===== src/rtl/spp_pkg.sv =====
// ----------------------------------------------------------------------------
// spp_pkg - shared types and constants of the strong probable prime tester
// Datapath width, widths of the external fields, sequencer states,
// modular-multiplier opcodes and the status structs passed between modules.
// ----------------------------------------------------------------------------
package spp_pkg;

	// datapath width (8..32); operands are cut to this many low bits
	localparam int NUM_WIDTH = 32;

	// external field widths
	localparam int CAND_W = 32;
	localparam int BASE_W = 32;

	// counter widths
	localparam int CNT_W = $clog2(NUM_WIDTH + 1);
	localparam int S_W   = $clog2(NUM_WIDTH);

	localparam logic [NUM_WIDTH-1:0] NUM_ONE    = NUM_WIDTH'(1);
	localparam logic [BASE_W-1:0]    BASE_RESET = BASE_W'(2);

	// sequencer states
	typedef enum logic [2:0] {
		ST_IDLE,
		ST_TZ,
		ST_GO,
		ST_WAIT,
		ST_EXP,
		ST_CHK,
		ST_DONE
	} spp_state_t;

	// what the modular multiplier is doing for the sequencer
	typedef enum logic [1:0] {
		OP_RED,
		OP_SQ,
		OP_MUL,
		OP_CHK
	} spp_op_t;

	// multiplier status towards the sequencer
	typedef struct packed {
		logic busy;
		logic done;
	} spp_mm_stat_t;

	// verdict towards the output register
	typedef struct packed {
		logic push;
		logic flag;
	} spp_res_t;

endpackage


===== src/rtl/spp_modmul.sv =====
// ----------------------------------------------------------------------------
// spp_modmul - bit-serial modular multiplier
// Computes x * y mod n by interleaved shift-and-add, one bit of y per cycle,
// most significant first. Needs x < n; y may be any value.
// ----------------------------------------------------------------------------
module spp_modmul
	import spp_pkg::*;
(
	input  logic                 clk,
	input  logic                 arst_n,
	input  logic                 start,
	input  logic [NUM_WIDTH-1:0] op_x,
	input  logic [NUM_WIDTH-1:0] op_y,
	input  logic [NUM_WIDTH-1:0] modulus,
	output logic [NUM_WIDTH-1:0] product,
	output spp_mm_stat_t         stat
);

	logic [NUM_WIDTH-1:0] r_q;
	logic [NUM_WIDTH-1:0] x_q;
	logic [NUM_WIDTH-1:0] y_q;
	logic [NUM_WIDTH-1:0] n_q;
	logic [CNT_W-1:0]     cnt_q;
	logic                 busy_q;
	logic                 done_q;

	logic [NUM_WIDTH:0]   dbl;
	logic [NUM_WIDTH+1:0] dbl_sub;
	logic [NUM_WIDTH-1:0] dbl_red;
	logic [NUM_WIDTH:0]   acc;
	logic [NUM_WIDTH+1:0] acc_sub;
	logic [NUM_WIDTH-1:0] r_next;

	// double the residue and reduce, then add x when the y bit is set and reduce
	always_comb begin
		dbl     = {r_q, 1'b0};
		dbl_sub = {1'b0, dbl} - {2'b00, n_q};
		dbl_red = dbl_sub[NUM_WIDTH+1] ? dbl[NUM_WIDTH-1:0] : dbl_sub[NUM_WIDTH-1:0];
		acc     = {1'b0, dbl_red} + {1'b0, (y_q[NUM_WIDTH-1] ? x_q : '0)};
		acc_sub = {1'b0, acc} - {2'b00, n_q};
		r_next  = acc_sub[NUM_WIDTH+1] ? acc[NUM_WIDTH-1:0] : acc_sub[NUM_WIDTH-1:0];
	end

	// load operands, then advance one bit per cycle
	always_ff @(posedge clk or negedge arst_n) begin
		if (!arst_n) begin
			busy_q <= 1'b0;
			done_q <= 1'b0;
			cnt_q  <= '0;
		end else if (start) begin
			busy_q <= 1'b1;
			done_q <= 1'b0;
			cnt_q  <= CNT_W'(NUM_WIDTH);
		end else if (busy_q) begin
			cnt_q <= cnt_q - CNT_W'(1);
			if (cnt_q == CNT_W'(1)) begin
				busy_q <= 1'b0;
				done_q <= 1'b1;
			end
		end else begin
			done_q <= 1'b0;
		end
	end

	// payload registers
	always_ff @(posedge clk) begin
		if (start) begin
			r_q <= '0;
			x_q <= op_x;
			y_q <= op_y;
			n_q <= modulus;
		end else if (busy_q) begin
			r_q <= r_next;
			y_q <= {y_q[NUM_WIDTH-2:0], 1'b0};
		end
	end

	assign product   = r_q;
	assign stat.busy = busy_q;
	assign stat.done = done_q;

	// the residue stays reduced once a product is out
	a_done_reduced: assert property (@(posedge clk) disable iff (!arst_n)
		done_q |-> (r_q < n_q))
		else $error("modmul residue not below modulus");

	// done follows the last step and lasts one cycle
	a_done_pulse: assert property (@(posedge clk) disable iff (!arst_n)
		done_q |=> !done_q || $past(start))
		else $error("modmul done held");

endmodule


===== src/rtl/spp_ctrl.sv =====
// ----------------------------------------------------------------------------
// spp_ctrl - sequencer of the strong probable prime test
// Splits n-1 into d * 2^s, reduces the base, runs left-to-right
// square-and-multiply over d and the squaring chain, all on one multiplier.
// ----------------------------------------------------------------------------
module spp_ctrl
	import spp_pkg::*;
(
	input  logic              clk,
	input  logic              arst_n,
	input  logic              req_valid,
	output logic              req_ready,
	input  logic [CAND_W-1:0] cand,
	input  logic [BASE_W-1:0] base,
	input  logic              out_free,
	output spp_res_t          res
);

	spp_state_t state_q, state_d;
	spp_op_t    op_q;

	logic [NUM_WIDTH-1:0] n_q;
	logic [NUM_WIDTH-1:0] a_q;
	logic [NUM_WIDTH-1:0] base_q;
	logic [NUM_WIDTH-1:0] x_q;
	logic [NUM_WIDTH-1:0] e_q;
	logic [CNT_W-1:0]     ecnt_q;
	logic [S_W-1:0]       s_q;
	logic                 started_q;
	logic                 flag_q;

	logic [NUM_WIDTH-1:0] nm1;
	logic [NUM_WIDTH-1:0] cand_n;
	logic                 req_fire;
	logic                 cand_small;
	logic                 mm_start;
	logic [NUM_WIDTH-1:0] mm_x;
	logic [NUM_WIDTH-1:0] mm_y;
	logic [NUM_WIDTH-1:0] mm_r;
	spp_mm_stat_t         mm_stat;

	assign cand_n     = cand[NUM_WIDTH-1:0];
	assign cand_small = (cand_n[NUM_WIDTH-1:1] == '0);
	assign nm1        = n_q - NUM_ONE;
	assign req_fire   = req_valid && req_ready;

	// shared modular multiplier
	spp_modmul u_modmul (
		.clk     (clk),
		.arst_n  (arst_n),
		.start   (mm_start),
		.op_x    (mm_x),
		.op_y    (mm_y),
		.modulus (n_q),
		.product (mm_r),
		.stat    (mm_stat)
	);

	// next state
	always_comb begin
		state_d = state_q;
		case (state_q)
			ST_IDLE: begin
				if (req_fire) state_d = cand_small ? ST_DONE : ST_TZ;
			end
			ST_TZ: begin
				if (e_q[0]) state_d = ST_GO;
			end
			ST_GO: begin
				state_d = ST_WAIT;
			end
			ST_WAIT: begin
				if (mm_stat.done) begin
					case (op_q)
						OP_SQ:   state_d = e_q[NUM_WIDTH-1] ? ST_GO : ST_EXP;
						OP_CHK:  state_d = ST_CHK;
						default: state_d = ST_EXP;
					endcase
				end
			end
			ST_EXP: begin
				if (ecnt_q == '0) state_d = (x_q == NUM_ONE) ? ST_DONE : ST_CHK;
				else if (started_q) state_d = ST_GO;
			end
			ST_CHK: begin
				if (s_q == '0 || x_q == nm1) state_d = ST_DONE;
				else state_d = ST_GO;
			end
			ST_DONE: begin
				if (out_free) state_d = ST_IDLE;
			end
			default: state_d = ST_IDLE;
		endcase
	end

	// outputs
	always_comb begin
		req_ready = (state_q == ST_IDLE);
		mm_start  = (state_q == ST_GO);
		res.push  = (state_q == ST_DONE) && out_free;
		res.flag  = flag_q;
		case (op_q)
			OP_RED: begin
				mm_x = NUM_ONE;
				mm_y = a_q;
			end
			OP_MUL: begin
				mm_x = base_q;
				mm_y = x_q;
			end
			default: begin
				mm_x = x_q;
				mm_y = x_q;
			end
		endcase
	end

	// state register
	always_ff @(posedge clk or negedge arst_n) begin
		if (!arst_n) begin
			state_q <= ST_IDLE;
		end else begin
			state_q <= state_d;
		end
	end

	// working registers
	always_ff @(posedge clk or negedge arst_n) begin
		if (!arst_n) begin
			op_q      <= OP_RED;
			started_q <= 1'b0;
			ecnt_q    <= '0;
			s_q       <= '0;
		end else begin
			case (state_q)
				ST_IDLE: begin
					if (req_fire) begin
						started_q <= 1'b0;
						ecnt_q    <= CNT_W'(NUM_WIDTH);
						s_q       <= '0;
						op_q      <= OP_RED;
					end
				end
				ST_TZ: begin
					if (!e_q[0]) s_q <= s_q + S_W'(1);
				end
				ST_WAIT: begin
					if (mm_stat.done) begin
						case (op_q)
							OP_SQ: begin
								if (e_q[NUM_WIDTH-1]) op_q <= OP_MUL;
								else ecnt_q <= ecnt_q - CNT_W'(1);
							end
							OP_MUL:  ecnt_q <= ecnt_q - CNT_W'(1);
							OP_CHK:  s_q <= s_q - S_W'(1);
							default: ;
						endcase
					end
				end
				ST_EXP: begin
					if (ecnt_q != '0) begin
						if (started_q) begin
							op_q <= OP_SQ;
						end else begin
							ecnt_q <= ecnt_q - CNT_W'(1);
							if (e_q[NUM_WIDTH-1]) started_q <= 1'b1;
						end
					end
				end
				ST_CHK: begin
					op_q <= OP_CHK;
				end
				default: ;
			endcase
		end
	end

	// payload registers
	always_ff @(posedge clk) begin
		case (state_q)
			ST_IDLE: begin
				if (req_fire) begin
					n_q    <= cand_n;
					e_q    <= cand_n - NUM_ONE;
					a_q    <= base[NUM_WIDTH-1:0];
					x_q    <= NUM_ONE;
					flag_q <= 1'b0;
				end
			end
			ST_TZ: begin
				if (!e_q[0]) e_q <= {1'b0, e_q[NUM_WIDTH-1:1]};
			end
			ST_WAIT: begin
				if (mm_stat.done) begin
					case (op_q)
						OP_RED: base_q <= mm_r;
						OP_SQ: begin
							x_q <= mm_r;
							if (!e_q[NUM_WIDTH-1]) e_q <= {e_q[NUM_WIDTH-2:0], 1'b0};
						end
						OP_MUL: begin
							x_q <= mm_r;
							e_q <= {e_q[NUM_WIDTH-2:0], 1'b0};
						end
						default: x_q <= mm_r;
					endcase
				end
			end
			ST_EXP: begin
				if (ecnt_q == '0) begin
					flag_q <= (x_q == NUM_ONE);
				end else if (!started_q) begin
					e_q <= {e_q[NUM_WIDTH-2:0], 1'b0};
					if (e_q[NUM_WIDTH-1]) x_q <= base_q;
				end
			end
			ST_CHK: begin
				flag_q <= (s_q != '0) && (x_q == nm1);
			end
			default: ;
		endcase
	end

	// the multiplier is never restarted while it works
	a_start_idle: assert property (@(posedge clk) disable iff (!arst_n)
		mm_start |-> !mm_stat.busy)
		else $error("multiplier started while busy");

	// multiply operands are reduced
	a_mul_reduced: assert property (@(posedge clk) disable iff (!arst_n)
		(state_q == ST_GO && op_q == OP_MUL) |-> (base_q < n_q) && (x_q < n_q))
		else $error("multiply operand not reduced");

	// only moduli of two or more reach the multiplier
	a_mod_valid: assert property (@(posedge clk) disable iff (!arst_n)
		(state_q == ST_GO) |-> (n_q[NUM_WIDTH-1:1] != '0))
		else $error("multiplier run with modulus below two");

	// a verdict is pushed only from the done state and then the sequencer is free
	a_push_idle: assert property (@(posedge clk) disable iff (!arst_n)
		res.push |=> (state_q == ST_IDLE))
		else $error("sequencer not idle after verdict");

endmodule


===== config.mk =====
export PLATFORM = sky130hd
export DESIGN_NAME = spp_ctrl
export DESIGN_NICKNAME = d
export VERILOG_FILES = /design/src/rtl/spp_pkg.sv /design/src/rtl/spp_modmul.sv /design/src/rtl/spp_ctrl.sv
export SDC_FILE = /design/constraint.sdc
export NUM_CORES = 1
export LEC_CHECK = 0
export ABC_AREA = 1
export BUFFER_PORTS_ARGS = -buffer_cell sky130_fd_sc_hd__buf_2
export CAP_MARGIN = 20
export CORE_MARGIN = 8
export CORE_UTILIZATION = 69
export DETAILED_ROUTE_END_ITERATION = 7
export MAX_ROUTING_LAYER = met4
export PLACE_DENSITY = 0.9
export SLEW_MARGIN = 20
export SYNTH_ARGS = -nofsm -noshare
export SYNTH_HDL_FRONTEND = slang
export SYNTH_SLANG_ARGS = --single-unit

===== constraint.sdc =====
create_clock -name clk -period 11.9 [get_ports clk]
set_input_delay 1.19 -clock clk [delete_from_list [all_inputs] [get_ports clk]]
set_output_delay 1.19 -clock clk [all_outputs]
set_load 0.01 [all_outputs]

==> results of run 1 <==
sequential cells by signal, summed over array words and instances (netlist names), 32 cells and up:
register,cells
x_q,32
u_modmul.n_q,32
e_q,32
u_modmul.product,32
n_q,32
u_modmul.y_q,32
a_q,32
u_modmul.x_q,32
base_q,32
stage by stage:
stage	instance area (um2)	utilization, %
2_1_floorplan	21400	-
3_3_place_gp	22100	72.3
3_5_place_dp	22100	72.3
4_1_cts	23300	76.3
5_1_grt	23300	76.3
6_report	23300	76.3
cell usage after synthesis (19+ instances only):
cell type	n	share of area [%]
a21o_1	20	0.70
edfxtp_1	257	36
clkbuf_1	32	0.56
dfrtp_1	25	2.9
nor3_1	34	0.79
inv_1	377	6.6
nor2_1	297	5.2
o21ai_1	27	0.63
a31oi_1	25	0.73
nand3_1	131	3.1
nor2_2	19	0.55
xor2_1	71	2.9
dfxtp_1	32	3.0
o21ai_0	164	3.8
nand2_1	580	10
nand4_1	39	1.1
a21oi_1	163	3.8
ha_1	103	6.0
o22ai_1	60	1.8
xnor2_1	42	1.7
critical path: cells and delay by family (launching register included):
| family | cells | cell delay [ns] |
|---|---|---|
| AO/OA/AOI/OAI | 11 | 2.46 |
| AND/OR/NAND/NOR | 16 | 2.38 |
| adder cells (fa/ha/maj) | 3 | 1.15 |
| buffers and inverters | 6 | 0.61 |
| flip-flops | 1 | 0.40 |
routing by layer:
layer	vias to the layer above	track usage, %
met5	-	-
met4	0	24.2
met3	385	9.32
met2	1561	62.7
met1	9337	46.2
li1	9280	-
logic make-up after synthesis:
family / synth area share (%)
buffers and inverters: 8.38
AO/OA/AOI/OAI: 14.8
flip-flops: 41.9
AND/OR/NAND/NOR: 23.9
adder cells (fa/ha/maj): 6.39
XOR/XNOR: 4.62
final cells by class:
cell class / instances / area [um2] / area share (%)
sequential: 314 / 8980 / 38.5
tap: 396 / 495 / 2.12
clock inverter: 17 / 154 / 0.660
timing repair buffer: 85 / 463 / 1.98
multi-input combinational: 1945 / 10700 / 45.8
inverter: 396 / 1490 / 6.40
clock buffer: 48 / 1050 / 4.50
path summary, 6_finish.rpt:
path / to / slack, ns / cells past startpoint
hold reg to reg: base_q[3]$_DFFE_PP_ / 0.47 / 0
max in group asynchronous: s_q[3]$_DFFE_PN0P_ / 10.90 / 1
setup reg to reg: u_modmul.product[23]$_SDFFE_PP0P_ / 4.74 / 36
min in group asynchronous: u_modmul.cnt_q[3]$_DFFE_PN0P_ / 0.63 / 1
setup / recovery: u_modmul.product[23]$_SDFFE_PP0P_ / 4.74 / 36
hold / removal: base_q[3]$_DFFE_PP_ / 0.47 / 0
==> metrics, run 1 <==
Cell Rows 64; Final setup viols 0; Post-synth top flop edfxtp_1; crit path max fanout between 60 and 70; syn nets 2886; drt drc 18; first-pass GRT wire length 110000 um; Antenna Nets Post-Route 0; clock slew seen by the registers of the worst setup and hold paths roughly 0.07 ns; worst min-delay path class register to register; Hold Vio Cnt, Final 0; clock skew 0.0374 ns; hold_buf cts 0; DP HPWL around 54000 um; sequential area share after synthesis between 40% and 50%; via count 20600; CP peak stage delay roughly 0.45 ns; number of global-route vias before repair slightly above 20000; Iter 0 DRT Violations 2758; GRT Util Overall about two fifths; DR WL met3 9120 um; share of layout cells above drive strength 1 under 10%; Via density 6.42; Area growth, synth to finish 8.86%; global route overflow 0; most frequent cells in the layout nand2_1 (579), inv_1 (377), nor2_1 (294); drt total wl around 73000 um; initial antenna violation count 1; fmax ~0.14 GHz; YS warnings 0; Final min period slightly above 7 ns; RSZ-0062 raised after global routing no; critical path class register to register; Worst Tran Pin Value around 1.1 ns; CTS max path bufs 3; Ports around 70; worst hold start u_modmul.product[3]$_SDFFE_PP0P_; number of fill cells about 2200; final worst-path cycle share between 60% and 70%; ANT cells 0; initial core utilization approximately 70%; pins over their slew limit 0; CTS tree built; wire per inst approximately 23 um; CP Launch Type register; Seq cells post-synth about 310; Place WS 4.76 ns; port bufs 70; clk sinks 314; CP most frequent cell nand2_1; setup total negative slack 0 ns; Num CTS Buffers 36; Crit-path slowest cell nand2_4; Post-synth EDFFs 257; Worst-Skew Late Latency roughly 0.55 ns; routed wl met2 33000 um; Rel. slew slack between 20% and 30%; Mapped Cells between 2000 and 3000; Pre-antenna DRT Iters 8; placed cell count 3136; Req. time, crit path approximately 12 ns; Async SR Flop Fraction around 8.0%; total of max-cap violations 0; crit end category register; syn avg cell area 7.91 um2; Final Non-Filler Cells around 3200; Crit. Startpoint u_modmul.n_q[19]$_DFFE_PP_; M1 WL roughly 25000 um; DR top layer met4; outcome complete, but fails checks; Crit Reg-Reg Startpoint u_modmul.n_q[19]$_DFFE_PP_; largest net degree at the start of global routing between 70 and 80; hold slack approximately 0.47 ns; Synth cell types 65; Nets slightly below 3000; Post-CTS Resized 0; global placer's final weighted congestion 1.15; Mapped Area 21400 um2; failing checks design-rule violations; most common cell after layout, fill and taps aside nand2_1; DIE WIDTH 192 um; H-tree levels 2; DIE HEIGHT between 150 and 200 um; CTS root buf clkbuf_16; critical path arrival around 7.6 ns; post-CTS setup buffer count 0; die area 37000 um2; core area around 31000 um2; Final WS setup roughly 4.7 ns
Power of run 1 is not shown: default switching activity piles up to over one toggle a cycle in this logic, so the estimate is an artifact.
==> inputs of run 2 (changes only) <==
--- a/config.mk
+++ b/config.mk
@@ -9,10 +9,10 @@
 export BUFFER_PORTS_ARGS = -buffer_cell sky130_fd_sc_hd__buf_2
 export CAP_MARGIN = 20
 export CORE_MARGIN = 8
-export CORE_UTILIZATION = 69
+export CORE_UTILIZATION = 58
 export DETAILED_ROUTE_END_ITERATION = 7
 export MAX_ROUTING_LAYER = met4
-export PLACE_DENSITY = 0.9
+export PLACE_DENSITY = 0.81
 export SLEW_MARGIN = 20
 export SYNTH_ARGS = -nofsm -noshare
 export SYNTH_HDL_FRONTEND = slang
==> constraint.sdc (replaced) <==
create_clock -name clk -period 6.3 [get_ports clk]
set_input_delay 0.63 -clock clk [delete_from_list [all_inputs] [get_ports clk]]
set_output_delay 0.63 -clock clk [all_outputs]
set_load 0.01 [all_outputs]
==> run 2 against run 1 <==
Against the previous run: the run now ends clean; clock skew decreased by 0.026 ns; die area rose by 17%; maximum frequency is 18% higher; register-to-register slack worse by 4.5 ns; critical path type unchanged; global-route usage decreased by 4.0 points; setup slack got worse by 4.5 ns; sequential share of layout area down 2.0 points; first-iteration DRC count down 20%; via count rose by 0.25%; design area grew 5.4%; non-clock buffer count up 101; sequential cell count did not move.
==> metrics, run 2 (synthesized netlist as in run 1, its figures left out) <==
outcome finished clean; pins over their slew limit 0 (unchanged); design area 24600 um2 (+5.4%); Worst-Skew Late Latency 0.55 ns (about the same); Area growth, synth to finish 14.8%; crit path max fanout 16 (-74%); Cell Rows 70 (+9.4%); Via density 6.10 (-5.0%); Rel. slew slack 24.3% (+0.57 points); initial antenna violation count 3 (+2); FF-to-FF path depth 32 (-11%); DIE WIDTH 208 um (+8.3%); placed cell count 3298 (+5.2%); crit end category register; Nets 3055 (+3.5%); via count 20600 (+0.25%); total of max-cap violations 0 (unchanged); Iter 0 DRT Violations 2214 (-20%); hold_buf cts 0 (unchanged); Crit Reg-Reg Startpoint u_modmul.n_q[31]$_DFFE_PP_; FF-to-FF setup slack 0.21 ns (-4.52 ns); Placed Instance Area 22900 um2 (+3.6%); Hold Vio Cnt, Final 0 (unchanged); port bufs 70 (unchanged); worst min-delay path class input pin to asynchronous set/reset pin; CP most frequent cell inv_1; drt total wl 78500 um (+8.1%); CTS tree built; DP HPWL 60400 um (+11%); global route overflow 0 (unchanged); worst r2r dst u_modmul.product[17]$_SDFFE_PP0P_; most common cell after layout, fill and taps aside nand2_1; H-tree levels 2 (unchanged); DIE HEIGHT 208 um (+8.3%); wire per inst 23.2 um (+2.5%); critical path arrival 6.51 ns (-1.08 ns); Final min period 6.09 ns (-1.08 ns); drt drc 0 (-18); Worst Tran Pin Value 1.13 ns (-0.0190 ns); CP peak stage delay 0.36 ns (-0.09 ns); number of global-route vias before repair 20500 (+0.70%); critical path class register to register; Req. time, crit path 6.72 ns (-5.61 ns); core area 36500 um2 (+19%); setup total negative slack 0 ns (unchanged); most frequent cells in the layout nand2_1 (573), inv_1 (373), nor2_1 (285); clock skew 0.0116 ns (-0.0258 ns); CP Launch Type register; clk sinks 314 (unchanged); Antenna Nets Post-Route 0 (unchanged); Final setup viols 0 (unchanged); Crit-path slowest cell ha_1; Pre-antenna DRT Iters 8 (unchanged); share of layout cells above drive strength 1 14.3% (+5.8 points); first-pass GRT wire length 117000 um (+6.4%); clock slew seen by the registers of the worst setup and hold paths 0.06 ns (about the same); die area 43400 um2 (+17%); Num CTS Buffers 36 (unchanged); number of fill cells 2983 (+35%); CTS max path bufs 3 (unchanged); CTS root buf clkbuf_16; Ports 71 (unchanged); fmax 0.164 GHz (+18%); largest net degree at the start of global routing 72 (-6.5%); global placer's final weighted congestion 1.08 (-6.2%); GRT Util Overall 35.9% (-4.0 points); initial core utilization 58.7% (-11 points); final worst-path cycle share 96.6% (+36 points); Final Non-Filler Cells 3378 (+5.5%)
==> run 2: cell count changes in the layout (fill, tap and decap cells not counted), sizes merged <==
cell / change
bufinv: +1
diode: +2
buf: +99
clkinvlp: +3
nand2: +1
inv: -1
==> run 2: cell type report <==
type	count	area, um2	share of cell area (%)
sequential	314	8980	36.5
clock buffer	46	1010	4.11
antenna	2	5.00	0.0203
tap	468	586	2.38
timing repair buffer	186	1290	5.24
multi-input combinational	1946	11100	44.9
inverter	396	1490	6.07
clock inverter	20	183	0.742
==> run 2: critical path, delay by kind of cell (launching register included) <==
kind	cells	cell delay, ns
compound gates	7	1.31
xor+xnor	1	0.21
fa+ha+maj	3	1.04
buf+inv	8	1.09
flops	1	0.32
simple gates	13	1.96
==> run 2: stage by stage <==
step | utilization (%) | worst slack (ns) | hold WS (ns)
3_3_place_gp | 62.8 | -0.427 | 0.466
3_5_place_dp | 62.8 | -0.423 | 0.458
5_1_grt | 67.4 | -0.0395 | 0.124
4_1_cts | 66.1 | 0.0313 | 0.0640
2_1_floorplan | - | 1.10 | 0.334
6_report | 67.4 | 0.211 | 0.0700
==> run 2: repair_timing <==
item | 4_1_cts | 5_1_grt
buffers inserted | 1 | 7
cloned | 0 | 4
gates resized for setup | 5 | 87
pin swaps | 3 | 8
endpoints found under the setup margin | 32 | 32
==> run 2: how the worst max path moves through the flow <==
stage,slack (ns),startpoint,end
after floorplan,1.10,u_modmul.n_q[4]$_DFFE_PP_,u_modmul.product[7]$_SDFFE_PP0P_
after global placement,-0.43,u_modmul.n_q[20]$_DFFE_PP_,u_modmul.product[23]$_SDFFE_PP0P_
after detailed placement,-0.42,u_modmul.n_q[18]$_DFFE_PP_,u_modmul.product[23]$_SDFFE_PP0P_
after CTS,0.03,u_modmul.n_q[18]$_DFFE_PP_,u_modmul.product[23]$_SDFFE_PP0P_
after global routing,-0.04,u_modmul.n_q[18]$_DFFE_PP_,u_modmul.product[7]$_SDFFE_PP0P_
final,0.21,u_modmul.n_q[31]$_DFFE_PP_,u_modmul.product[17]$_SDFFE_PP0P_
==> run 2: routing by layer <==
metal | vias to the layer above | track usage, % | wire [um] | part of all wire (%)
met1 | 9543 | 40.8 | 28300 | 36
met3 | 322 | 6.81 | 7500 | 9.6
li1 | 9489 | - | - | -
met2 | 1261 | 59.4 | 37200 | 47
met4 | 0 | 20.3 | 5560 | 7.1
met5 | - | - | 0 | 0
Power of run 2 is left out for the same reason.
